`src/rtl/core/tcacl_pkg.sv`:
```
// Shared types, constants and helper functions for the text cursor layout block.
`timescale 1ns / 1ps
package tcacl_pkg;

  localparam int COORD_WIDTH = 16;
  localparam int EXT_WIDTH   = 34;

  localparam logic [7:0] GLYPH_BASE = 8'd33;
  localparam logic [7:0] ESC_BYTE   = 8'h1B;
  localparam logic [7:0] NEWLINE    = 8'h0A;
  localparam logic [7:0] SPACE      = 8'h20;
  localparam logic [7:0] CHAR_LBRACKET = 8'h5B;
  localparam logic [7:0] CHAR_M     = 8'h6D;
  localparam logic [7:0] CHAR_ZERO  = 8'h30;
  localparam logic [7:0] CHAR_SEVEN = 8'h37;
  localparam logic [7:0] CHAR_THREE = 8'h33;
  localparam logic [7:0] CHAR_NINE  = 8'h39;

  localparam logic [1:0] LVL_OFF  = 2'd0;
  localparam logic [1:0] LVL_HALF = 2'd1;
  localparam logic [1:0] LVL_FULL = 2'd2;
  localparam logic [5:0] WHITE_COLOR = {LVL_FULL, LVL_FULL, LVL_FULL};
  localparam logic [5:0] GREY_COLOR  = {LVL_HALF, LVL_HALF, LVL_HALF};

  localparam logic [5:0] CHAR_ADVANCE_RESET = 6'd9;
  localparam logic [7:0] LINE_STEP_RESET    = 8'd4;

  localparam logic [7:0] REG_CHAR_ADVANCE = 8'd0;
  localparam logic [7:0] REG_LINE_STEP    = 8'd1;

  localparam logic signed [EXT_WIDTH-1:0] COORD_MAX =
    EXT_WIDTH'((64'sd1 <<< (COORD_WIDTH - 1)) - 64'sd1);
  localparam logic signed [EXT_WIDTH-1:0] COORD_MIN = -COORD_MAX - EXT_WIDTH'(1);

  typedef logic signed [COORD_WIDTH-1:0] coord_t;

  typedef enum logic [2:0] {
    OP_START,
    OP_NEWLINE,
    OP_ADVANCE,
    OP_GLYPH,
    OP_COLOR
  } op_t;

  // One classified request passed from the front to the back.
  typedef struct packed {
    op_t        op;
    coord_t     pos_x;
    coord_t     pos_y;
    logic [7:0] code;
  } entry_t;

  // Clamp a wide signed value into the coordinate range.
  function automatic coord_t sat_coord(input logic signed [EXT_WIDTH-1:0] v);
    coord_t r;
    if (v > COORD_MAX) r = COORD_WIDTH'(COORD_MAX);
    else if (v < COORD_MIN) r = COORD_WIDTH'(COORD_MIN);
    else r = COORD_WIDTH'(v);
    return r;
  endfunction

  // Low 16 bits of a coordinate, sign extended first when coordinates are narrower.
  function automatic logic [15:0] coord_to_out(input coord_t c);
    logic signed [EXT_WIDTH-1:0] w;
    w = EXT_WIDTH'(c);
    return w[15:0];
  endfunction

endpackage

```
`src/rtl/core/tcacl_front.sv`:
```
// Front end: accepts bytes, tracks escape sequences and classifies requests.
`timescale 1ns / 1ps
module tcacl_front (
  input  logic              clk,
  input  logic              rst,
  input  logic              in_valid,
  output logic              in_ready,
  input  logic              cmd,
  input  logic [7:0]        char_code,
  input  logic signed [15:0] start_x,
  input  logic signed [15:0] start_y,
  output logic              push_valid,
  input  logic              push_ready,
  output tcacl_pkg::entry_t push_data
);

  logic [2:0] esc_count;
  logic [7:0] esc_bytes [3];

  logic       accept;
  logic       color_hit;
  logic [5:0] color_value;

  assign in_ready = push_ready;
  assign accept   = in_valid && in_ready;

  // Decode a complete four-byte sequence; the last byte is the current one.
  always_comb begin
    logic [2:0] c;
    logic [1:0] lvl;
    c           = esc_bytes[2][2:0];
    lvl         = tcacl_pkg::LVL_HALF;
    color_hit   = 1'b0;
    color_value = tcacl_pkg::WHITE_COLOR;
    if (esc_bytes[0] == tcacl_pkg::CHAR_LBRACKET && char_code == tcacl_pkg::CHAR_M &&
        esc_bytes[2] inside {[tcacl_pkg::CHAR_ZERO : tcacl_pkg::CHAR_SEVEN]}) begin
      if (esc_bytes[1] == tcacl_pkg::CHAR_THREE) begin
        color_hit = 1'b1;
        lvl       = tcacl_pkg::LVL_HALF;
      end else if (esc_bytes[1] == tcacl_pkg::CHAR_NINE) begin
        color_hit = 1'b1;
        lvl       = tcacl_pkg::LVL_FULL;
      end
      color_value = {c[0] ? lvl : tcacl_pkg::LVL_OFF,
                     c[1] ? lvl : tcacl_pkg::LVL_OFF,
                     c[2] ? lvl : tcacl_pkg::LVL_OFF};
      if (esc_bytes[1] == tcacl_pkg::CHAR_NINE && c == 3'd0) begin
        color_value = tcacl_pkg::GREY_COLOR;
      end
    end
  end

  always_comb begin
    push_data.op    = tcacl_pkg::OP_GLYPH;
    push_data.pos_x = tcacl_pkg::sat_coord(tcacl_pkg::EXT_WIDTH'(start_x));
    push_data.pos_y = tcacl_pkg::sat_coord(tcacl_pkg::EXT_WIDTH'(start_y));
    push_data.code  = char_code - tcacl_pkg::GLYPH_BASE;
    push_valid      = 1'b0;
    if (!cmd) begin
      push_data.op = tcacl_pkg::OP_START;
      push_valid   = in_valid;
    end else if (esc_count != 3'd0) begin
      push_data.op   = tcacl_pkg::OP_COLOR;
      push_data.code = {2'b00, color_value};
      push_valid     = in_valid && esc_count >= 3'd4 && color_hit;
    end else if (char_code == tcacl_pkg::NEWLINE) begin
      push_data.op = tcacl_pkg::OP_NEWLINE;
      push_valid   = in_valid;
    end else if (char_code == tcacl_pkg::SPACE) begin
      push_data.op = tcacl_pkg::OP_ADVANCE;
      push_valid   = in_valid;
    end else if (char_code >= tcacl_pkg::GLYPH_BASE) begin
      push_valid = in_valid;
    end
  end

  always_ff @(posedge clk) begin
    if (rst) begin
      esc_count <= 3'd0;
    end else if (accept) begin
      if (!cmd) begin
        esc_count <= 3'd0;
      end else if (esc_count != 3'd0) begin
        esc_count <= (esc_count >= 3'd4) ? 3'd0 : esc_count + 3'd1;
      end else if (char_code == tcacl_pkg::ESC_BYTE) begin
        esc_count <= 3'd1;
      end
    end
  end

  // Sequence bytes need no reset; they are always written before being decoded.
  always_ff @(posedge clk) begin
    if (accept && cmd) begin
      case (esc_count)
        3'd1: esc_bytes[0] <= char_code;
        3'd2: esc_bytes[1] <= char_code;
        3'd3: esc_bytes[2] <= char_code;
        default: ;
      endcase
    end
  end

endmodule

```
`src/rtl/core/tcacl_queue.sv`:
```
// Two-entry queue that decouples the front end from the back end.
`timescale 1ns / 1ps
module tcacl_queue (
  input  logic              clk,
  input  logic              rst,
  input  logic              push_valid,
  output logic              push_ready,
  input  tcacl_pkg::entry_t push_data,
  output logic              pop_valid,
  input  logic              pop_ready,
  output tcacl_pkg::entry_t pop_data
);

  tcacl_pkg::entry_t slots [2];
  logic       wr_ptr;
  logic       rd_ptr;
  logic [1:0] count;
  logic       do_push;
  logic       do_pop;

  assign push_ready = (count != 2'd2);
  assign pop_valid  = (count != 2'd0);
  assign pop_data   = slots[rd_ptr];
  assign do_push    = push_valid && push_ready;
  assign do_pop     = pop_valid && pop_ready;

  always_ff @(posedge clk) begin
    if (rst) begin
      wr_ptr <= 1'b0;
      rd_ptr <= 1'b0;
      count  <= 2'd0;
    end else begin
      if (do_push) wr_ptr <= ~wr_ptr;
      if (do_pop) rd_ptr <= ~rd_ptr;
      if (do_push && !do_pop) count <= count + 2'd1;
      else if (do_pop && !do_push) count <= count - 2'd1;
    end
  end

  always_ff @(posedge clk) begin
    if (do_push) slots[wr_ptr] <= push_data;
  end

endmodule

```
`src/rtl/core/tcacl_back.sv`:
```
// Back end: holds cursor, color and settings, and registers glyph records.
`timescale 1ns / 1ps
module tcacl_back (
  input  logic              clk,
  input  logic              rst,
  input  logic              cfg_valid,
  output logic              cfg_ready,
  input  logic [7:0]        cfg_index,
  input  logic [7:0]        cfg_data,
  input  logic              pop_valid,
  output logic              pop_ready,
  input  tcacl_pkg::entry_t pop_data,
  output logic              out_valid,
  input  logic              out_ready,
  output logic signed [15:0] glyph_x,
  output logic signed [15:0] glyph_y,
  output logic [7:0]        glyph_index,
  output logic [1:0]        red_level,
  output logic [1:0]        green_level,
  output logic [1:0]        blue_level
);

  logic [5:0]        char_advance;
  logic [7:0]        line_step;
  tcacl_pkg::coord_t cursor_x;
  tcacl_pkg::coord_t cursor_y;
  tcacl_pkg::coord_t line_start_x;
  logic [5:0]        current_color;

  logic              out_free;
  logic              do_pop;
  tcacl_pkg::coord_t x_advanced;
  tcacl_pkg::coord_t y_stepped;

  assign cfg_ready = 1'b1;
  assign out_free  = !out_valid || out_ready;
  // Only a glyph request needs room in the output register.
  assign pop_ready = (pop_data.op != tcacl_pkg::OP_GLYPH) || out_free;
  assign do_pop    = pop_valid && pop_ready;

  assign x_advanced = tcacl_pkg::sat_coord(tcacl_pkg::EXT_WIDTH'(cursor_x) +
                                           tcacl_pkg::EXT_WIDTH'(char_advance));
  assign y_stepped  = tcacl_pkg::sat_coord(tcacl_pkg::EXT_WIDTH'(cursor_y) -
                                           tcacl_pkg::EXT_WIDTH'(line_step));

  always_ff @(posedge clk) begin
    if (rst) begin
      char_advance <= tcacl_pkg::CHAR_ADVANCE_RESET;
      line_step    <= tcacl_pkg::LINE_STEP_RESET;
    end else if (cfg_valid) begin
      case (cfg_index)
        tcacl_pkg::REG_CHAR_ADVANCE: char_advance <= cfg_data[5:0];
        tcacl_pkg::REG_LINE_STEP:    line_step    <= cfg_data;
        default: ;
      endcase
    end
  end

  always_ff @(posedge clk) begin
    if (rst) begin
      cursor_x      <= '0;
      cursor_y      <= '0;
      line_start_x  <= '0;
      current_color <= tcacl_pkg::WHITE_COLOR;
    end else if (do_pop) begin
      case (pop_data.op)
        tcacl_pkg::OP_START: begin
          cursor_x      <= pop_data.pos_x;
          cursor_y      <= pop_data.pos_y;
          line_start_x  <= pop_data.pos_x;
          current_color <= tcacl_pkg::WHITE_COLOR;
        end
        tcacl_pkg::OP_NEWLINE: begin
          cursor_x <= line_start_x;
          cursor_y <= y_stepped;
        end
        tcacl_pkg::OP_ADVANCE, tcacl_pkg::OP_GLYPH: begin
          cursor_x <= x_advanced;
        end
        tcacl_pkg::OP_COLOR: begin
          current_color <= pop_data.code[5:0];
        end
        default: ;
      endcase
    end
  end

  always_ff @(posedge clk) begin
    if (rst) begin
      out_valid <= 1'b0;
    end else if (out_free) begin
      out_valid <= do_pop && pop_data.op == tcacl_pkg::OP_GLYPH;
    end
  end

  always_ff @(posedge clk) begin
    if (out_free && do_pop && pop_data.op == tcacl_pkg::OP_GLYPH) begin
      glyph_x     <= tcacl_pkg::coord_to_out(cursor_x);
      glyph_y     <= tcacl_pkg::coord_to_out(cursor_y);
      glyph_index <= pop_data.code;
      red_level   <= current_color[5:4];
      green_level <= current_color[3:2];
      blue_level  <= current_color[1:0];
    end
  end

endmodule

```
`src/rtl/core/text_cursor_ansi_color_layout.sv`:
```
// Top level of the text cursor layout block with ANSI color sequences.
//
// Usage: text bytes and start requests enter on the in_valid/in_ready channel
// (cmd 0 places the cursor at start_x/start_y and resets the color to white,
// cmd 1 carries char_code). Each printable byte yields one glyph record on
// the out_valid/out_ready channel with its position, atlas index and color.
// Newline, space, escape sequences, control bytes and start requests give no
// record. Settings char_advance (index 0) and line_step (index 1) are to be
// written on the cfg channel only while the block is idle; the block itself
// does not enforce this; cfg_ready is always high. One request per cycle is
// taken while in_ready is high. A glyph byte is classified combinationally
// into the two-entry queue; a later pop updates the cursor in the back end
// and loads the output register, which must be free for a glyph to be popped.
// When the receiver stalls, the output register holds its record and the back
// end keeps retiring non-glyph requests; the queue fills and in_ready falls.
// Reset is synchronous: cursor and line start go to zero, color to white,
// any open escape sequence is dropped and the settings return to 9 and 4.
`timescale 1ns / 1ps
module text_cursor_ansi_color_layout (
  input  logic               clk,
  input  logic               rst,
  input  logic               cfg_valid,
  output logic               cfg_ready,
  input  logic [7:0]         cfg_index,
  input  logic [7:0]         cfg_data,
  input  logic               in_valid,
  output logic               in_ready,
  input  logic               cmd,
  input  logic [7:0]         char_code,
  input  logic signed [15:0] start_x,
  input  logic signed [15:0] start_y,
  output logic               out_valid,
  input  logic               out_ready,
  output logic signed [15:0] glyph_x,
  output logic signed [15:0] glyph_y,
  output logic [7:0]         glyph_index,
  output logic [1:0]         red_level,
  output logic [1:0]         green_level,
  output logic [1:0]         blue_level
);

  logic              push_valid;
  logic              push_ready;
  tcacl_pkg::entry_t push_data;
  logic              pop_valid;
  logic              pop_ready;
  tcacl_pkg::entry_t pop_data;

  tcacl_front u_front (
    .clk        (clk),
    .rst        (rst),
    .in_valid   (in_valid),
    .in_ready   (in_ready),
    .cmd        (cmd),
    .char_code  (char_code),
    .start_x    (start_x),
    .start_y    (start_y),
    .push_valid (push_valid),
    .push_ready (push_ready),
    .push_data  (push_data)
  );

  tcacl_queue u_queue (
    .clk        (clk),
    .rst        (rst),
    .push_valid (push_valid),
    .push_ready (push_ready),
    .push_data  (push_data),
    .pop_valid  (pop_valid),
    .pop_ready  (pop_ready),
    .pop_data   (pop_data)
  );

  tcacl_back u_back (
    .clk         (clk),
    .rst         (rst),
    .cfg_valid   (cfg_valid),
    .cfg_ready   (cfg_ready),
    .cfg_index   (cfg_index),
    .cfg_data    (cfg_data),
    .pop_valid   (pop_valid),
    .pop_ready   (pop_ready),
    .pop_data    (pop_data),
    .out_valid   (out_valid),
    .out_ready   (out_ready),
    .glyph_x     (glyph_x),
    .glyph_y     (glyph_y),
    .glyph_index (glyph_index),
    .red_level   (red_level),
    .green_level (green_level),
    .blue_level  (blue_level)
  );

endmodule

```
`config.mk`:
```
export PLATFORM = sky130hd
export DESIGN_NAME = text_cursor_ansi_color_layout
export DESIGN_NICKNAME = d
export VERILOG_FILES = /design/src/rtl/core/tcacl_pkg.sv /design/src/rtl/core/tcacl_front.sv /design/src/rtl/core/tcacl_queue.sv /design/src/rtl/core/tcacl_back.sv /design/src/rtl/core/text_cursor_ansi_color_layout.sv
export SDC_FILE = /design/constraint.sdc
export NUM_CORES = 1
export LEC_CHECK = 0
export BUFFER_PORTS_ARGS = -buffer_cell sky130_fd_sc_hd__buf_4
export CORE_ASPECT_RATIO = 1.75
export CORE_MARGIN = 1
export CORE_UTILIZATION = 57
export DETAILED_ROUTE_END_ITERATION = 10
export GPL_TIMING_DRIVEN = 0
export PLACE_DENSITY = 0.76
export SYNTH_ARGS = -nofsm -noshare
export SYNTH_HDL_FRONTEND = slang
export SYNTH_SLANG_ARGS = --single-unit
```
`constraint.sdc`:
```
create_clock -name clk -period 4.41 [get_ports clk]
set_clock_uncertainty 0.05 [all_clocks]
set_input_delay 0.882 -clock clk [delete_from_list [all_inputs] [get_ports clk]]
set_output_delay 0.882 -clock clk [all_outputs]
set_load 0.03 [all_outputs]
```
==> results.tsv, run 1 <==
stage	metric	value	unit
outcome	outcome	complete, no violations	
logic_synthesis	synth_largest_area_cell	edfxtp_1	
logic_synthesis	ys_warn_count	0	
timing	slew_viol_final	0	
grt	grt_pass1_vias	7466	
floorplan	coreArea	0.01814	mm²
logic_synthesis	ys_top_cells_by_count	156 x edfxtp_1, 92 x nor2_1, 77 x dfxtp_1, 45 x nand2_1, 42 x clkbuf_1	
routing	viasPerCell	5.923	
logic_synthesis	synth.avg_cell_area	12.09	µm²
floorplan	die_area	0.01913	mm²
clock_network	cts.sinks	233	
clock_network	cts_root_buf	clkbuf_16	
clock_network	ctsHoldBuffers	0	
worst_setup_path	cpPeakStageDelay	440	ps
logic_synthesis	synth-seq-cells	233	
power_and_ir_drop	seq_power_share	39.1	%
floorplan	ios	111	
timing	worst_pin_slew	806.7	ps
grt	track_usage	25.84	%
grt	grt_pass1_wl	38430	µm
timing	rsz0062_at_grt	no	
worst_setup_path	critPathSlowestCell	nor2_4	
finish	drive_above_1_share	19.42	%
hold_path	min-delay-start	u_back.current_color[2]	
worst_setup_path	reg2regPathDepth	8	
hold_path	min_path_cells	0	
grt	grt_max_degree	33	
timing	timing.fmax	337.1	MHz
power_and_ir_drop	clkPwrFrac	25.7	%
finish	instances_no_fill	1229	
finish	synthToLayoutAreaGrowth	16.19	%
place	port-buffer-count	77	
finish	fill_cells	1349	
power_and_ir_drop	pwr-share-comb	35.2	%
timing	post-route-period-util	67.27	%
clock_network	cts_setup_buffers	0	
routing	drc	0	
worst_setup_path	cp-end-kind	flop	
worst_setup_path	rr_endpoint	u_back.glyph_x[9]	
worst_setup_path	worstPathArrival	3110	ps
place	dp_hpwl	17660	µm
routing	wl	24180	µm
floorplan	rows	65	
timing	slew_headroom	46.22	%
worst_setup_path	required	4560	ps
clock_network	cts.clk_slew.worst_paths	60	ps
worst_setup_path	worstSetupStartpointType	flop	
logic_synthesis	async_flop_share	0	%
clock_network	cts_tree	yes	
power_and_ir_drop	p_leak	4.391	nW
clock_network	cts_buffer_depth	3	
place	placed_cells	1189	
logic_synthesis	yosys.area.top_type_share	44.28	%
routing	drt-wirelength-per-cell	19.67	µm
power_and_ir_drop	vdd_drop_max	0.0004043	V
worst_setup_path	crit_family	buffers and inverters	
finish	nets	1067	
timing	fin_setup_tns	0	ps
floorplan	die_width	105.0	µm
routing	drt_iter0_markers	330	
logic_synthesis	netlist_area	0.01058	mm²
worst_setup_path	crit_chain	buf_6, nand2_1, o22ai_1, clkbuf_1, buf_2, nand2_1, nor2_4, buf_12	
worst_setup_path	cp_common_cell	nand2_1	
worst_setup_path	rrSetupSlack	1440	ps
finish	multiInputGateArea	0.003960	mm²
clock_network	cts_buffers	22	
clock_network	clk_latency	510	ps
timing	finalCriticalPeriod	2967	ps
power_and_ir_drop	p_int	4.971	mW
finish	regArea	0.006226	mm²
hold_path	whs_endpoint	u_back.green_level[0]	
grt	antenna_found_initial	1	
logic_synthesis	ys_seq_area_share	58.85	%
hold_path	hold_class	flop to flop	
clock_network	ctsHtreeMaxLevel	1	
routing	firstDrtPassIters	5	
power_and_ir_drop	p_sw	2.755	mW
worst_setup_path	crit_buf_inv	4	
timing	setup_viol_count_final	0	
clock_network	cts_resized	0	
logic_synthesis	netlist_instances	875	
floorplan	start_util	58.34	%
timing	hold_violations	0	
logic_synthesis	synth_fp_nets	963	
logic_synthesis	synth.distinct_cells	78	
flow_run	maxCapViolCount	0	
logic_synthesis	synthTopCellsByArea	edfxtp_1 44%, dfxtp_1 15%, mux2i_1 3.6%	
place	dpl-instance-area	0.01153	mm²
logic_synthesis	yosysMostFrequentCell	edfxtp_1	
grt	overflow	0	
worst_setup_path	cp_max_fo	32	
logic_synthesis	synth_edf_count	156	
routing	num_vias	7279	
worst_setup_path	critical_path_class	flop to flop	
floorplan	die_h	182.2	µm
power_and_ir_drop	p_per_area	628.5	mW/mm²
power_and_ir_drop	p_sw_share	35.66	%
place	place_congestion	0.8953	
logic_synthesis	dominantRegCellSynth	edfxtp_1	
finish	design_area	0.01229	mm²
routing	ant_nets	0	
-- placed cells by master, fill, tap and decap left out, types with 8 or more instances in the layout --
cell	synthesis	layout
a21o_1	8	8
inv_1	22	22
buf_4	3	80
buf_2	10	10
o21ai_0	30	30
nand2_1	45	45
xor2_1	10	10
a21oi_1	28	28
mux2_2	21	21
clkbuf_16	0	23
a31oi_1	16	16
a311oi_1	8	8
mux2i_1	38	38
edfxtp_1	156	156
o211ai_1	10	10
buf_6	8	8
a211oi_1	20	20
nor3_1	17	17
ha_1	24	24
a211oi_2	17	17
nor2b_1	9	8
nor2_1	92	91
xnor2_1	11	11
dfxtp_1	77	77
clkbuf_1	42	48
nand3_1	16	16
-- sequential cells by signal (all words and copies together), names as in the netlist, 6 cells and up, named ones only --
register / cells
u_back.glyph_index: 8
u_back.cursor_x: 16
u_back.current_color: 6
u_queue.slots: 86
u_back.char_advance: 6
u_back.glyph_y: 16
u_back.line_step: 8
u_back.cursor_y: 16
u_back.line_start_x: 16
u_back.glyph_x: 16
u_front.esc_bytes: 24
-- cell type report --
type	instances	share of cell area, %
diodes	1	0.02036
plain buffers	65	2.667
clock buffers	32	5.201
clock inverters	7	1.008
inverters	22	0.6718
multi-input cells	555	32.21
flip-flops and latches	233	50.65
well taps	234	2.382
repair buffers	80	5.191
-- logic make-up (layout without fill, tap and decap cells) --
family,count (synthesis),in the layout,synth area share [%]
DFF,233,233,58.85
other,1,2,0.03544
adders and majority gates,26,26,3.217
muxes,62,62,6.220
buffers and inverters,87,206,3.879
xor gates and xnor gates,21,21,1.738
AOI/OAI and AO/OA,198,198,14.24
and+or+nand+nor,247,247,11.83
-- per-layer routing --
| metal | GRT usage, % | vias to the layer above | part of all wire [%] |
|---|---|---|---|
| met5 | 0 | - | 0 |
| met4 | 12.68 | 0 | 4.3 |
| met3 | 3.536 | 67 | 5.1 |
| met2 | 50.09 | 235 | 55 |
| met1 | 26.81 | 3488 | 35 |
| li1 | - | 3489 | - |
-- per-stage QoR --
stage | setup WS (ps) | hold slack, ps | total power [mW] | util (%)
global placement | -1140 | 364.3 | 5.687 | 63.14
finish | 1443 | 394.9 | 7.726 | 67.78
global route | 1219 | 396.6 | 8.123 | 67.78
floorplan | 288.1 | 350.0 | 4.985 | -
detailed placement | 1214 | 370.1 | 5.734 | 63.56
CTS | 1389 | 388.5 | 7.725 | 67.77
-- worst max-delay path by stage --
stage | start | to | slack (ps) | cells past startpoint
after detailed placement | char_code[1] | u_queue.slots[0][11] | 1210 | 8
final | flop | u_back.glyph_x[9] | 1440 | 8
after CTS | flop | u_back.glyph_x[12] | 1390 | 8
after global routing | flop | u_back.glyph_x[9] | 1220 | 8
after global placement | char_code[1] | u_queue.slots[0][11] | -1140 | 7
after floorplan | char_code[0] | u_queue.slots[0][0] | 290 | 7
-- power by group through the flow --
stage / clock network, mW / logic, mW / registers, mW
6_report: 1.99 / 2.72 / 3.02
2_1_floorplan: 0 / 1.89 / 3.09
5_1_grt: 2.09 / 2.97 / 3.06
4_1_cts: 2.00 / 2.71 / 3.02
3_3_place_gp: 0 / 2.63 / 3.06
3_5_place_dp: 0 / 2.67 / 3.06
(Power assumes the default switching activity.)
==> run 2: changes to the inputs <==
==> constraint.sdc (replaced) <==
create_clock -name clk -period 2.95 [get_ports clk]
set_clock_uncertainty 0.05 [all_clocks]
set_input_delay 0.59 -clock clk [delete_from_list [all_inputs] [get_ports clk]]
set_output_delay 0.59 -clock clk [all_outputs]
set_load 0.03 [all_outputs]
==> run 2 against run 1 <==
Non-clock buffer count fell by 2. Combinational power rose by 56%. Power rose by 48%. Global-route usage rose by 0.93 points. Sequential share of layout area rose by 0.41 points. Register-to-register slack got worse by 1300 ps. Hold slack got worse by 160 ps. Sequential cell count did not move. Sequential power rose by 50%. Final area fell by 0.79%. Count of clock-buffer cells in the layout fell by 4. Highest routed layer unchanged.
==> results.tsv, run 2 (synthesis gave the netlist of run 1 again) <==
stage	metric	value	unit	change
clock_network	cts.sinks	233		unchanged
worst_setup_path	worstPathArrival	3140	ps	+30 ps
worst_setup_path	worstSetupStartpointType	flop		
finish	regMostFlops	u_queue.slots		
worst_setup_path	reg2regPathDepth	10		+2
worst_setup_path	crit_family	compound AO/OA/AOI/OAI gates		
timing	hold_violations	0		unchanged
timing	post-route-period-util	95.99	%	+29 points
flow_run	maxCapViolCount	0		unchanged
grt	grt_pass1_wl	39250	µm	+2.1%
finish	regArea	0.006226	mm²	unchanged
worst_setup_path	cp-end-kind	flop		
finish	largest_register_ffs	86		unchanged
clock_network	ctsHoldBuffers	0		unchanged
finish	fin_util	67.24	%	-0.54 points
timing	worst_pin_slew	853.0	ps	+46.33 ps
worst_setup_path	cpPeakStageDelay	440	ps	about the same
grt	top_usage_layer	met2		
routing	drc	0		unchanged
timing	setup_slack	118.2	ps	-1325 ps
finish	synthToLayoutAreaGrowth	15.27	%	
floorplan	coreArea	0.01814	mm²	unchanged
hold_path	min_path_cells	1		+1
floorplan	start_util	58.34	%	unchanged
outcome	outcome	complete, no violations		
power_and_ir_drop	seq_power_share	39.6	%	+0.5 points
timing	timing.fmax	353.1	MHz	+4.8%
finish	fill_cells	1376		+2.0%
clock_network	ctsHtreeMaxLevel	1		unchanged
place	dp_hpwl	17680	µm	about the same
power_and_ir_drop	p_sw	4.243	mW	+54%
routing	ant_nets	0		unchanged
power_and_ir_drop	p_sw_share	37.14	%	+1.5 points
power_and_ir_drop	pwr-share-comb	37.1	%	+1.9 points
clock_network	cts_buffers	21		-4.5%
worst_setup_path	critical_path_class	flop to flop		
power_and_ir_drop	p_per_area	936.9	mW/mm²	+49%
grt	overflow	0		unchanged
routing	firstDrtPassIters	4		-1
grt	grt_pass1_vias	7550		+1.1%
clock_network	cts.clk_slew.worst_paths	70	ps	about the same
worst_setup_path	cp_max_fo	7		-78%
routing	wl	25100	µm	+3.8%
worst_setup_path	required	3250	ps	-1310 ps
grt	antenna_found_initial	0		-1
finish	drive_above_1_share	19.35	%	-0.062 points
place	pre_cts_ws	-501.0	ps	-1715 ps
worst_setup_path	critPathSlowestCell	fa_1		
finish	nets	1066		-0.094%
routing	drt-wirelength-per-cell	20.48	µm	+4.1%
clock_network	cts_buffer_depth	3		unchanged
worst_setup_path	crit_chain	inv_1, ha_1, inv_1, fa_1, a211oi_2, o211ai_1, nand3_1, a211oi_4, nor2_1, a311oi_2		
worst_setup_path	cp_common_cell	inv_1		
place	port-buffer-count	77		unchanged
floorplan	die_width	105.0	µm	unchanged
clock_network	clk_latency	500	ps	about the same
grt	grt.met1_usage	27.49	%	+0.68 points
grt	use_met3	3.286	%	-0.25 points
floorplan	die_h	182.2	µm	unchanged
timing	finalCriticalPeriod	2832	ps	-134.9 ps
timing	setup_viol_count_final	0		unchanged
clock_network	cts_root_buf	clkbuf_16		
floorplan	ios	111		unchanged
grt	track_usage	26.78	%	+0.93 points
power_and_ir_drop	p_leak	4.348	nW	-0.99%
clock_network	cts_tree	yes		
floorplan	rows	65		unchanged
worst_setup_path	crit_buf_inv	2		-2
power_and_ir_drop	p_int	7.183	mW	+44%
routing	drt_iter0_markers	381		+15%
finish	final_common_cell	edfxtp_1		
power_and_ir_drop	clkPwrFrac	23.3	%	-2.4 points
timing	slew_viol_final	0		unchanged
timing	slew_headroom	43.00	%	-3.2 points
routing	viasPerCell	6.016		+1.6%
power_and_ir_drop	vdd_drop_max	0.0005464	V	+35%
floorplan	die_area	0.01913	mm²	unchanged
finish	antenna_cells	0		-1
clock_network	cts_setup_buffers	0		unchanged
finish	multiInputGateArea	0.004008	mm²	+1.2%
finish	layout_common_cells	156 x edfxtp_1, 91 x nor2_1, 80 x buf_4		
grt	grt_max_degree	25		-24%
finish	biggestRegsByFlops	u_queue.slots: 86 flops, u_front.esc_bytes: 24 flops		
worst_setup_path	cp.depth	10		+2
hold_path	hold_class	input pin to flop		
routing	num_vias	7376		+1.3%
place	place_congestion	0.9337		+4.3%
grt	grt_use_met2	51.23	%	+1.1 points
==> run 2: area by class of cell <==
type / count / share of cell area [%]
repair buffers: 78 / 4.904
clock inverters: 9 / 0.7797
clock buffers: 28 / 4.607
flip-flops and latches: 233 / 51.05
well taps: 234 / 2.401
multi-input cells: 557 / 32.86
inverters: 22 / 0.6771
plain buffers: 65 / 2.719
==> run 2: final timing paths <==
kind	startpoint	end	slack [ps]
min reg2reg	u_back.current_color[0]	u_back.blue_level[0]	380
max	u_back.cursor_y[0]	u_back.cursor_y[10]	120
min	start_y[9]	u_queue.slots[0][17]	230
max reg2reg	u_back.cursor_y[0]	u_back.cursor_y[10]	120
==> run 2: through the flow <==
step / area [µm²] / std cells / setup TNS, ps / total power, mW / hold WS [ps]
final: 12200 / 1226 / 0 / 11.43 / 230.7
after global routing: 12200 / 1226 / -189.2 / 11.95 / 235.9
after CTS: 12180 / 1226 / 0 / 11.34 / 222.7
after detailed placement: 11490 / 1187 / -37740 / 8.636 / 369.3
after global placement: 11470 / 1186 / -71610 / 8.552 / 367.5
after floorplan: 10600 / 875 / 0 / 7.455 / 350.0
==> run 2: routing by layer <==
layer | part of all wire (%) | routed length [µm] | up-vias
li1 | - | - | 3491
met2 | 54 | 13570 | 253
met1 | 36 | 8989 | 3546
met3 | 4.3 | 1073 | 86
met5 | 0 | 0 | -
met4 | 5.8 | 1467 | 0
==> run 2: timing repair <==
action,4_1_cts,5_1_grt
pin swaps,1,0
resized for setup,5,6
cloned,2,0
endpoints found under the setup margin,90,42
==> run 2: power groups by stage <==
| stage | sequential (mW) | clock (mW) | combinational [mW] |
|---|---|---|---|
| 3_5_place_dp | 4.58 | 0 | 4.06 |
| 2_1_floorplan | 4.61 | 0 | 2.84 |
| 5_1_grt | 4.58 | 2.80 | 4.56 |
| 3_3_place_gp | 4.56 | 0 | 3.99 |
| 6_report | 4.53 | 2.66 | 4.24 |
| 4_1_cts | 4.51 | 2.70 | 4.13 |
